## config.mk

```make
export PLATFORM = sky130hd
export DESIGN_NAME = rli_cell
export DESIGN_NICKNAME = d
export VERILOG_FILES = /design/src/design/rli_pkg.sv /design/src/design/rli_cell.sv
export SDC_FILE = /design/constraint.sdc
export NUM_CORES = 1
export LEC_CHECK = 0
export BUFFER_PORTS_ARGS = -buffer_cell sky130_fd_sc_hd__buf_2
export CAP_MARGIN = 20
export CORE_ASPECT_RATIO = 1.5
export CORE_UTILIZATION = 40
export DETAILED_ROUTE_END_ITERATION = 16
export GPL_TIMING_DRIVEN = 0
export PLACE_DENSITY = 0.93
export SYNTH_ARGS = -nofsm -noshare
export SYNTH_HDL_FRONTEND = slang
export SYNTH_SLANG_ARGS = --single-unit
```

## constraint.sdc

```tcl
create_clock -name clk -period 9.03 [get_ports clk]
set_clock_uncertainty 0.05 [all_clocks]
set_input_delay 0 -clock clk [delete_from_list [all_inputs] [get_ports clk]]
set_output_delay 0 -clock clk [all_outputs]
set_load 0.02 [all_outputs]
```

## src/design/rli_pkg.sv

```systemverilog
`default_nettype none
package rli_pkg;

  localparam int unsigned WORD_W = 32;
  localparam int unsigned RANK_W = 7;
  localparam int unsigned CMD_W  = 2;
  localparam int unsigned STAT_W = 2;
  localparam int unsigned COUNT_OUT_W = 7;

  typedef enum logic [CMD_W-1:0] {
    CMD_READ    = 2'd0,
    CMD_REPLACE = 2'd1,
    CMD_INSERT  = 2'd2,
    CMD_REMOVE  = 2'd3
  } cmd_t;

  typedef enum logic [STAT_W-1:0] {
    ST_OK    = 2'd0,
    ST_RANGE = 2'd1,
    ST_FULL  = 2'd2
  } status_t;

  // broadcast to every cell; only set for a transaction that succeeds
  typedef struct packed {
    logic ins;
    logic rem;
    logic rep;
  } cell_op_t;

  // levels of the 4-input read-out tree
  function automatic int unsigned tree_levels(input int unsigned n);
    int unsigned lv;
    lv = ($clog2(n) + 1) / 2;
    if (lv < 1) begin
      lv = 1;
    end
    return lv;
  endfunction

endpackage
`default_nettype wire

```

## src/design/rli_cell.sv

```systemverilog
`default_nettype none
module rli_cell import rli_pkg::*; #(
  parameter int unsigned IDX = 0
) (
  input  wire                clk,
  input  wire cell_op_t      op,
  input  wire [RANK_W-1:0]   rank,
  input  wire [WORD_W-1:0]   value,
  input  wire [WORD_W-1:0]   left_word,
  input  wire [WORD_W-1:0]   right_word,
  output logic [WORD_W-1:0]  word,
  output logic [WORD_W-1:0]  sel_word
);

  logic [WORD_W-1:0] word_r;
  logic [WORD_W-1:0] word_nxt;
  logic              at_rank;
  logic              above;

  assign at_rank = (32'(rank) == IDX);
  assign above   = (32'(rank) <  IDX);

  always_comb begin
    word_nxt = word_r;
    if (op.ins) begin
      if (at_rank) begin
        word_nxt = value;
      end else if (above) begin
        word_nxt = left_word;
      end
    end else if (op.rem) begin
      if (at_rank || above) begin
        word_nxt = right_word;
      end
    end else if (op.rep && at_rank) begin
      word_nxt = value;
    end
  end

  always_ff @(posedge clk) begin
    word_r <= word_nxt;
  end

  assign word     = word_r;
  assign sel_word = at_rank ? word_r : '0;

endmodule
`default_nettype wire

```

* After elaboration in Yosys (flattened, before gate mapping) *
Index checks and enable logic that the tools add are counted.

word-level totals
  input port bits = 107
  flip-flop bits (word level) = 32

operators by class
  equal/unequal tests = 2
  muxes and demuxes = 6
  reduce and logical (&&, ||, !) cells = 4

operators with widths
  operator            number
  $mux 32             6
  $logic_not 7->1     1
  $ne 2x1->1 const B  2
  $reduce_and 3->1    1
  $reduce_bool 3->1   1
  $logic_and 1x1->1   1

* Logic depth before layout (Yosys ltp) *
Gate-level depths: netlist (run 1).

  depth in word-level cells = 5
  depth in mapped cells = 4

* Least setup slack after synthesis (run 1) *
No wires, ideal clock.

  kind = in2reg
  from = input port rank[2]
  to = register word_r[0], in the netlist word[0] (enable)
  required time = 8.519 ns
  cell stages on the path = 3
  setup slack = 5.596 ns
  arrival = 2.923 ns
  setup time = 0.461 ns
  path through = or4_4 -> buf_6 -> nor3_1

on the way
  cells in the longest elaborated chain, start to end = 4
  elaborated cells on any way between the ends = 6
  those cells by class = eq/ne (2); reduce/logical (4)

ends and longest elaborated chain
  what                            RTL line        RTL
  from (decl)                     rli_cell.sv:7   input wire [RANK_W-1:0] rank,
  $logic_not 7->1 (*)             rli_cell.sv:20  assign at_rank = (32'(rank) == IDX);
  $logic_and 1x1->1               rli_cell.sv:35  end else if (op.rep && at_rank) begin
  $reduce_bool 3->1 (no line)     n/a
  $reduce_and 3->1 (no line) (*)  n/a
  to (signal assigned)            rli_cell.sv:41  word_r <= word_nxt;
  to (decl)                       rli_cell.sv:15  logic [WORD_W-1:0] word_r;

Every way passes the cells marked *; elsewhere a longest branch is shown, timed or not.
A chain may end at the register's enable or synchronous reset.

* Worst setup path in the final report (run 1) *
  from = input port rank[2]
  to = register word_r[8], in the netlist word[8] (enable)

The elaborated chain is that of the path after synthesis.

==> results of run 1 <==
synthesized netlist by cell type:
library cell / number
buf_12: 3
clkbuf_1: 2
nor3_1: 4
buf_2: 6
inv_1: 32
or4_4: 1
mux2_2: 30
nor2b_1: 1
mux2_1: 2
or3_1: 1
nor3_2: 30
edfxtp_1: 32
buf_6: 1
per-layer routing:
metal / vias up / GRT usage / wire (µm)
met1: 881 / 0.246 / 2160
met4: 0 / 0.108 / 107
met2: 99 / 0.480 / 3390
met3: 8 / 0.0746 / 431
met5: - / 0 / 0
li1: 917 / - / -
layout make-up:
type / instances / area, µm²
tap: 64 / 80.1
clock inverter: 1 / 3.75
sequential: 32 / 961
clock buffer: 7 / 76.3
multi-input combinational: 69 / 709
timing repair buffer: 205 / 1370
buffer: 12 / 109
inverter: 32 / 120
fill: 304 / 1120
power breakdown:
part / internal [mW] / leakage (nW) / switching (mW)
sequential: 0.166 / 0.288 / 0.000443
combinational: 0.0478 / 1.26 / 0.0243
clock: 0.0536 / 0.0399 / 0.0490
total: 0.267 / 1.59 / 0.0737
placed cells by master, fill, tap and decap left out, drive strengths merged:
cell           n
buf          151
nor2b          1
clkbuf         9
inv           32
edfxtp        32
dlygate4sd3   64
or4            1
nor3          34
mux2          32
clkinv         1
or3            1
path summary, 6_finish.rpt:
kind / startpoint / to / slack, ns / depth (start not counted)
min: rank[6] / word[23] / 0.30 / 4
max: rank[2] / word[8] / 7.25 / 6
stage by stage:
step | hold slack (ns) | util
5_1_grt | 0.316 | 0.754
3_5_place_dp | 0.253 | 0.595
6_report | 0.297 | 0.754
4_1_cts | 0.298 | 0.754
3_3_place_gp | 0.235 | 0.587
2_1_floorplan | 0.151 | -
cell families after synthesis:
group,share of synthesized area
mux,0.190
simple gates,0.182
buf+inv,0.121
flops,0.507
repair_timing:
| item | in CTS | in global routing |
|---|---|---|
| endpoints found under the hold margin | 32 | 0 |
| gates resized for setup | 0 | 0 |
| hold buffers | 64 | 0 |
==> summary.txt, run 1 <==
Status
  • Status: complete, no violations

GRT
  • GR Util All Layers: 0.253
  • Vias in the first global route: 2045
  • Initial antenna violation count: 0
  • Global-route wire length before repair: 9.41 mm
  • Largest net degree at the start of global routing: 11
  • Global route total overflow: 0

Floorplan
  • IO Pins: 171
  • Row count: 30
  • Die area: 0.00502 mm²
  • Core area: 0.00454 mm²
  • Die Span Y: 86.3 µm
  • Die Wd: 58.2 µm
  • Starting Density: 0.417

Layout
  • Fin area: 0.00342 mm²
  • Layout cells sized above 1: 0.609
  • Largest register FFs: 32
  • Ant. Diodes: 0
  • Post-layout net count: 464
  • Non-Filler Instances: 422
  • Area delta synth->final: 80.8%

Yosys
  • Synth Net Count: 252
  • Post-synth top area cell: edfxtp_1
  • Yosys warnings: 0
  • Syn Inst Count: 145
  • Distinct cells, synth: 13
  • Sequential element share of the synthesized area: 0.507
  • Synthesized flop and latch total: 32
  • Netlist Area Pre-Place: 0.00189 mm²
  • Post-Syn Area per Cell: 13.1 µm²
  • Yosys top cell area share: 0.507
  • Largest cells by area after synthesis: edfxtp_1 (51%), mux2_2 (18%), nor3_2 (16%)

Route
  • Vias: 1905
  • Pre-antenna DRT Iters: 4
  • Number of DRC markers in iteration 0: 46
  • Drt total wl: 6.09 mm
  • Post-route DRC: 0
  • Via/cell ratio: 4.51
  • Wire length per cell: 14.4 µm
  • Post-DRT Antenna Nets: 0

Clock tree
  • Worst-path clk slew: 0.07 ns
  • Post-CTS Repair Setup Buffers: 0
  • TritonCTS clock tree: done
  • CTS root buffer: clkbuf_8
  • Max clock buf depth: 2
  • TritonCTS Buffers: 5
  • H-tree depth: 2
  • Sinks on Clock Net: 32

Worst setup path
  • Worst EP required: 8.97 ns
  • CP Cell Sequence: buf_2 > or4_4 > buf_6 > nor3_2 > buf_6 > buf_6
  • Largest stage delay, worst path: 0.53 ns
  • Slowest-stage cell, CP: or4_4
  • CP top delay family: simple AND/OR/NAND/NOR gates
  • Arrival time worst endpoint: 1.72 ns
  • Top cell by count, worst path: buf_6
  • Max FO, Critical Path: 10
  • Critical path launch point type: primary input
  • Crit path buffers/inverters: 4
  • Setup CP Type: in -> reg
  • CP Capture Type: flop

Timing
  • RSZ-0062 raised after global routing: no
  • FMAX: 561 MHz
  • Final Hold Fails: 0
  • # setup viols final: 0
  • Crit path time final: 1.78 ns
  • Period utilization: 0.197
  • Max-slew violations: 0
  • Final setup margin: 7.25 ns
  • Max-slew headroom: 0.591
  • Setup TNS: 0 ns
  • Slew @ Worst Pin: 0.610 ns

Power
  • Max IR drop VDD: 0.102 mV
  • Power, Total: 341 µW
  • Pwr dens: 99.5 mW/mm²
  • P_leak: 1.59 nW

Run
  • Max Cap Viol: 0

Placement
  • Final Wtd Congestion: 0.705
  • I/O Buffers: 138
  • # placed instances: 350
  • Placed instance area: 0.00270 mm²
  • Pre-CTS setup slack: 6.92 ns
  • Half-perimeter wire length after placement: 3.76 mm

Worst hold path
  • Hold Crit Class: in -> reg
Note: power is estimated with default switching activity, not from simulation.
==> inputs of run 2 (changes only) <==
CORE_UTILIZATION = 34   (was 40)
PLACE_DENSITY = 0.85   (was 0.93)
clock period = 1.5 ns   (was 9.03 ns; I/O delays follow)
==> run 2 against run 1 <==
Against the previous run: the flow now finishes with violations (hold timing); setup slack lost 7.2 ns; design area grew 0.15%; first-iteration DRC count grew 17%; hold slack lost 0.30 ns; global-route usage shrank 4.4 points; flip-flop and latch count is the same; via count is essentially flat; critical path type unchanged; critical endpoint is now word[28]; highest routed layer unchanged.
==> summary.txt, run 2 (same netlist as run 1, synthesis figures left out) <==
Placement
  • Final Wtd Congestion: 0.658
  • Pre-CTS setup slack: -0.526 ns
  • Half-perimeter wire length after placement: 3.86 mm
  • # placed instances: 352
  • I/O Buffers: 138

Floorplan
  • Die Span Y: 93.4 µm
  • Die area: 0.00588 mm²
  • Die Wd: 62.9 µm
  • Starting Density: 0.361
  • Row count: 32
  • IO Pins: 171
  • Core area: 0.00525 mm²

Route
  • Via/cell ratio: 4.50
  • Wire length per cell: 14.6 µm
  • Number of DRC markers in iteration 0: 54
  • Vias: 1904
  • Post-route DRC: 0
  • Post-DRT Antenna Nets: 0
  • Drt total wl: 6.16 mm
  • Pre-antenna DRT Iters: 4

Worst setup path
  • Critical path launch point type: primary input
  • Crit path from: right_word[28]
  • Worst EP required: 1.48 ns
  • Setup CP Type: in -> reg
  • Arrival time worst endpoint: 1.48 ns
  • CP Capture Type: flop
  • Max FO, Critical Path: 1

Timing
  • Slew @ Worst Pin: 0.364 ns
  • Final setup margin: 0.00441 ns
  • Crit path time final: 1.50 ns
  • Final Hold Fails: 1
  • Period utilization: 0.997
  • RSZ-0062 raised after global routing: no
  • Hold slack: -0.00215 ns
  • Max-slew violations: 0
  • Max-slew headroom: 0.755
  • FMAX: 669 MHz
  • # setup viols final: 0

Layout
  • Area delta synth->final: 81.0%
  • Post-layout net count: 461
  • Most common cell after layout, fill and taps aside: buf_2
  • Largest register FFs: 32
  • Ant. Diodes: 0
  • Most frequent cells in the layout: buf_2 (144), dlygate4sd3_1 (62), inv_1 (32), edfxtp_1 (32)
  • Non-Filler Instances: 423
  • Layout cells sized above 1: 0.611

GRT
  • Initial antenna violation count: 0
  • Global route total overflow: 0
  • Largest net degree at the start of global routing: 21
  • Vias in the first global route: 1976
  • Global-route wire length before repair: 9.20 mm
  • GR Util All Layers: 0.209

Run
  • Max Cap Viol: 0

Status
  • Status: complete, but fails checks
  • Failing checks: hold timing

Clock tree
  • TritonCTS clock tree: done
  • Resize count post-CTS: 0
  • Worst-path clk slew: 0.07 ns
  • Max clock buf depth: 2
  • TritonCTS Buffers: 5
  • Sinks on Clock Net: 32
  • H-tree depth: 2
  • CTS root buffer: clkbuf_8

Worst hold path
  • Min-Delay Path Depth: 2
  • Hold Crit Class: in -> reg
  • Hold wc startpoint: value[3]

Power
  • P_leak: 1.58 nW
  • Max IR drop VDD: 0.530 mV
  • Power, Total: 2.02 mW
  • Pwr dens: 588 mW/mm²
## run 2: cell types whose count changed in the layout (fill, tap and decap cells not counted), sizes merged
| cell | previous run | this run |
|---|---|---|
| dlygate4sd3 | 64 | 62 |
| buf | 151 | 150 |
## run 2: path summary, 6_finish.rpt
| kind | endpoint | slack, ns |
|---|---|---|
| hold / removal | word[3] | -0.002 |
| setup / recovery | word[28] | 0.004 |
## run 2: layout make-up
type	count	area, µm²
Buffer	12	109
Clock buffer	7	76.3
Clock inverter	1	3.75
Fill cell	414	1820
Inverter	32	120
Multi-Input combinational cell	69	716
Sequential cell	32	961
Tap cell	68	85.1
Timing Repair Buffer	202	1360
## run 2: routing by layer
metal / share of wire / vias to the layer above / routed length [µm] / global-route usage
met2: 0.56 / 96 / 3420 / 0.401
met5: 0 / - / 0 / 0
met1: 0.35 / 875 / 2150 / 0.204
met4: 0.039 / 0 / 242 / 0.114
li1: - / 912 / - / -
met3: 0.056 / 21 / 345 / 0.0415
## run 2: worst max-delay path, cell delays in order
cell           delay, ns
dlygate4sd3_1       0.55
buf_2               0.13
mux2_2              0.25
dlygate4sd3_1       0.55
## run 2: timing repair
item	CTS	global route
hold buffers	62	0
endpoints found under the setup margin	32	0
setup buffers	1	0
hold endpoints to repair	31	0
## run 2: report_power, final
part / leakage, nW / switching [mW] / internal (mW)
sequential: 0.288 / 0.00251 / 0.997
clock: 0.0399 / 0.298 / 0.323
combinational: 1.25 / 0.139 / 0.259
total: 1.58 / 0.439 / 1.58
## run 2: through the flow
step	TNS, ns	util	hold slack [ns]	cell area, µm²
after global routing	0	0.654	0.00869	3430
after detailed placement	-14.72	0.516	0.244	2710
after global placement	-29.63	0.511	0.235	2680
final	0	0.654	-0.00215	3430
after floorplan	-14.81	-	0.151	1910
after CTS	0	0.654	0.00541	3430
==> inputs of run 3 (changes only) <==
CAP_MARGIN = unset   (was 20)
CORE_MARGIN = 2   (was unset)
==> run 3 against run 2 <==
Against the previous run: the flow now finishes without violations; clock-buffer cell count down 1; sequential power about the same; maximum frequency up 1.7%; global-route usage up 0.10 points; final cell count up 0.71%; critical endpoint unchanged; largest cell class unchanged; largest power group unchanged.
==> summary.txt, run 3 (same netlist as run 1, synthesis figures left out) <==
Layout
  • Post-layout net count: 463
  • Area delta synth->final: 82.1%
  • Layout cells sized above 1: 0.612
  • Largest register FFs: 32
  • Most frequent cells in the layout: buf_2 (144), dlygate4sd3_1 (64), inv_1 (32), edfxtp_1 (32)
  • Ant. Diodes: 0
  • Most common cell after layout, fill and taps aside: buf_2

Clock tree
  • H-tree depth: 2
  • Worst-path clk slew: 0.06 ns
  • TritonCTS Buffers: 5
  • Max clock buf depth: 2
  • TritonCTS clock tree: done
  • Sinks on Clock Net: 32
  • CTS root buffer: clkbuf_8

Worst setup path
  • CP Cell Sequence: dlygate4sd3_1 > buf_2 > mux2_2 > dlygate4sd3_1
  • Critical path launch point type: primary input
  • Crit path buffers/inverters: 3
  • Largest stage delay, worst path: 0.55 ns
  • Max FO, Critical Path: 1
  • CP Capture Type: flop
  • Worst EP required: 1.48 ns
  • CP top delay family: buffers and inverters
  • Slowest-stage cell, CP: dlygate4sd3_1
  • Setup CP Type: in -> reg
  • Top cell by count, worst path: dlygate4sd3_1
  • Arrival time worst endpoint: 1.45 ns

Placement
  • Half-perimeter wire length after placement: 3.91 mm
  • Pre-CTS setup slack: -0.585 ns
  • Final Wtd Congestion: 0.824
  • I/O Buffers: 138

Timing
  • Final setup margin: 0.0294 ns
  • Setup TNS: 0 ns
  • RSZ-0062 raised after global routing: no
  • Max-slew headroom: 0.739
  • FMAX: 680 MHz
  • Hold slack: 0.299 ns
  • # setup viols final: 0
  • Period utilization: 0.980
  • Crit path time final: 1.47 ns
  • Final Hold Fails: 0
  • Max-slew violations: 0
  • Slew @ Worst Pin: 0.388 ns

Power
  • Power, Total: 2.02 mW
  • P_leak: 1.59 nW
  • Max IR drop VDD: 0.630 mV
  • Pwr dens: 586 mW/mm²

Route
  • Via/cell ratio: 4.50
  • Pre-antenna DRT Iters: 4
  • Post-DRT Antenna Nets: 0
  • Vias: 1919
  • Number of DRC markers in iteration 0: 46
  • Post-route DRC: 0
  • Drt total wl: 6.35 mm
  • Wire length per cell: 14.9 µm

GRT
  • Global-route wire length before repair: 9.84 mm
  • Global route total overflow: 0
  • GR Util All Layers: 0.210
  • Vias in the first global route: 2180
  • Initial antenna violation count: 0
  • Largest net degree at the start of global routing: 20

Floorplan
  • Core area: 0.00541 mm²
  • IO Pins: 171
  • Die area: 0.00620 mm²
  • Die Span Y: 95.4 µm
  • Die Wd: 64.9 µm
  • Row count: 33
  • Starting Density: 0.350

Status
  • Status: complete, no violations

Worst hold path
  • Hold Crit Class: in -> reg

Run
  • Max Cap Viol: 0
-- run 3: cell count changes in the layout (fill, tap and decap cells not counted) --
cell	delta
clkinv_2	+1
dlygate4sd3_1	+2
clkbuf_1	-1
clkinv_1	-1
-- run 3: timing repair --
action                                  CTS  global route
endpoints found under the setup margin   32             1
hold buffers                             64             1
hold endpoints to repair                 32             1
resized for setup                         0             0
buffers inserted                          1             0
pin swaps                                 1             0
-- run 3: path summary, 6_finish.rpt --
kind,startpoint,to,cells past startpoint,slack [ns]
setup / recovery,value[28],word[28],4,0.03
hold / removal,op[2],word[31],4,0.30
-- run 3: metrics by stage --
stage / instances / area (µm²) / util
finish: 426 / 3450 / 0.638
global route: 426 / 3450 / 0.638
CTS: 426 / 3450 / 0.638
detailed placement: 354 / 2710 / 0.501
global placement: 353 / 2680 / 0.496
floorplan: 145 / 1910 / -
-- run 3: power by group --
part / leakage, nW / internal (mW) / switching (mW)
Sequential: 0.288 / 0.996 / 0.00252
Clock: 0.0410 / 0.315 / 0.305
Combinational: 1.26 / 0.262 / 0.140
Total: 1.59 / 1.57 / 0.447
-- run 3: final cells by class --
class / instances / area (µm²)
buffer: 12 / 109
clock buffer: 6 / 72.6
clock inverter: 1 / 5.00
fill: 419 / 1960
inverter: 32 / 120
multi-input combinational: 69 / 716
sequential: 32 / 961
tap: 70 / 87.6
timing repair buffer: 204 / 1380
-- run 3: layer usage --
metal	vias to the layer above	GRT usage	share of wire
met5	-	0	0
met1	865	0.203	0.33
met3	31	0.0390	0.064
li1	912	-	-
met2	111	0.399	0.55
met4	0	0.135	0.051
-- run 3: tightest hold or removal path, stage by stage --
cell	delay [ns]
buf_2	0.09
nor2b_1	0.04
clkbuf_1	0.15
mux2_2	0.24
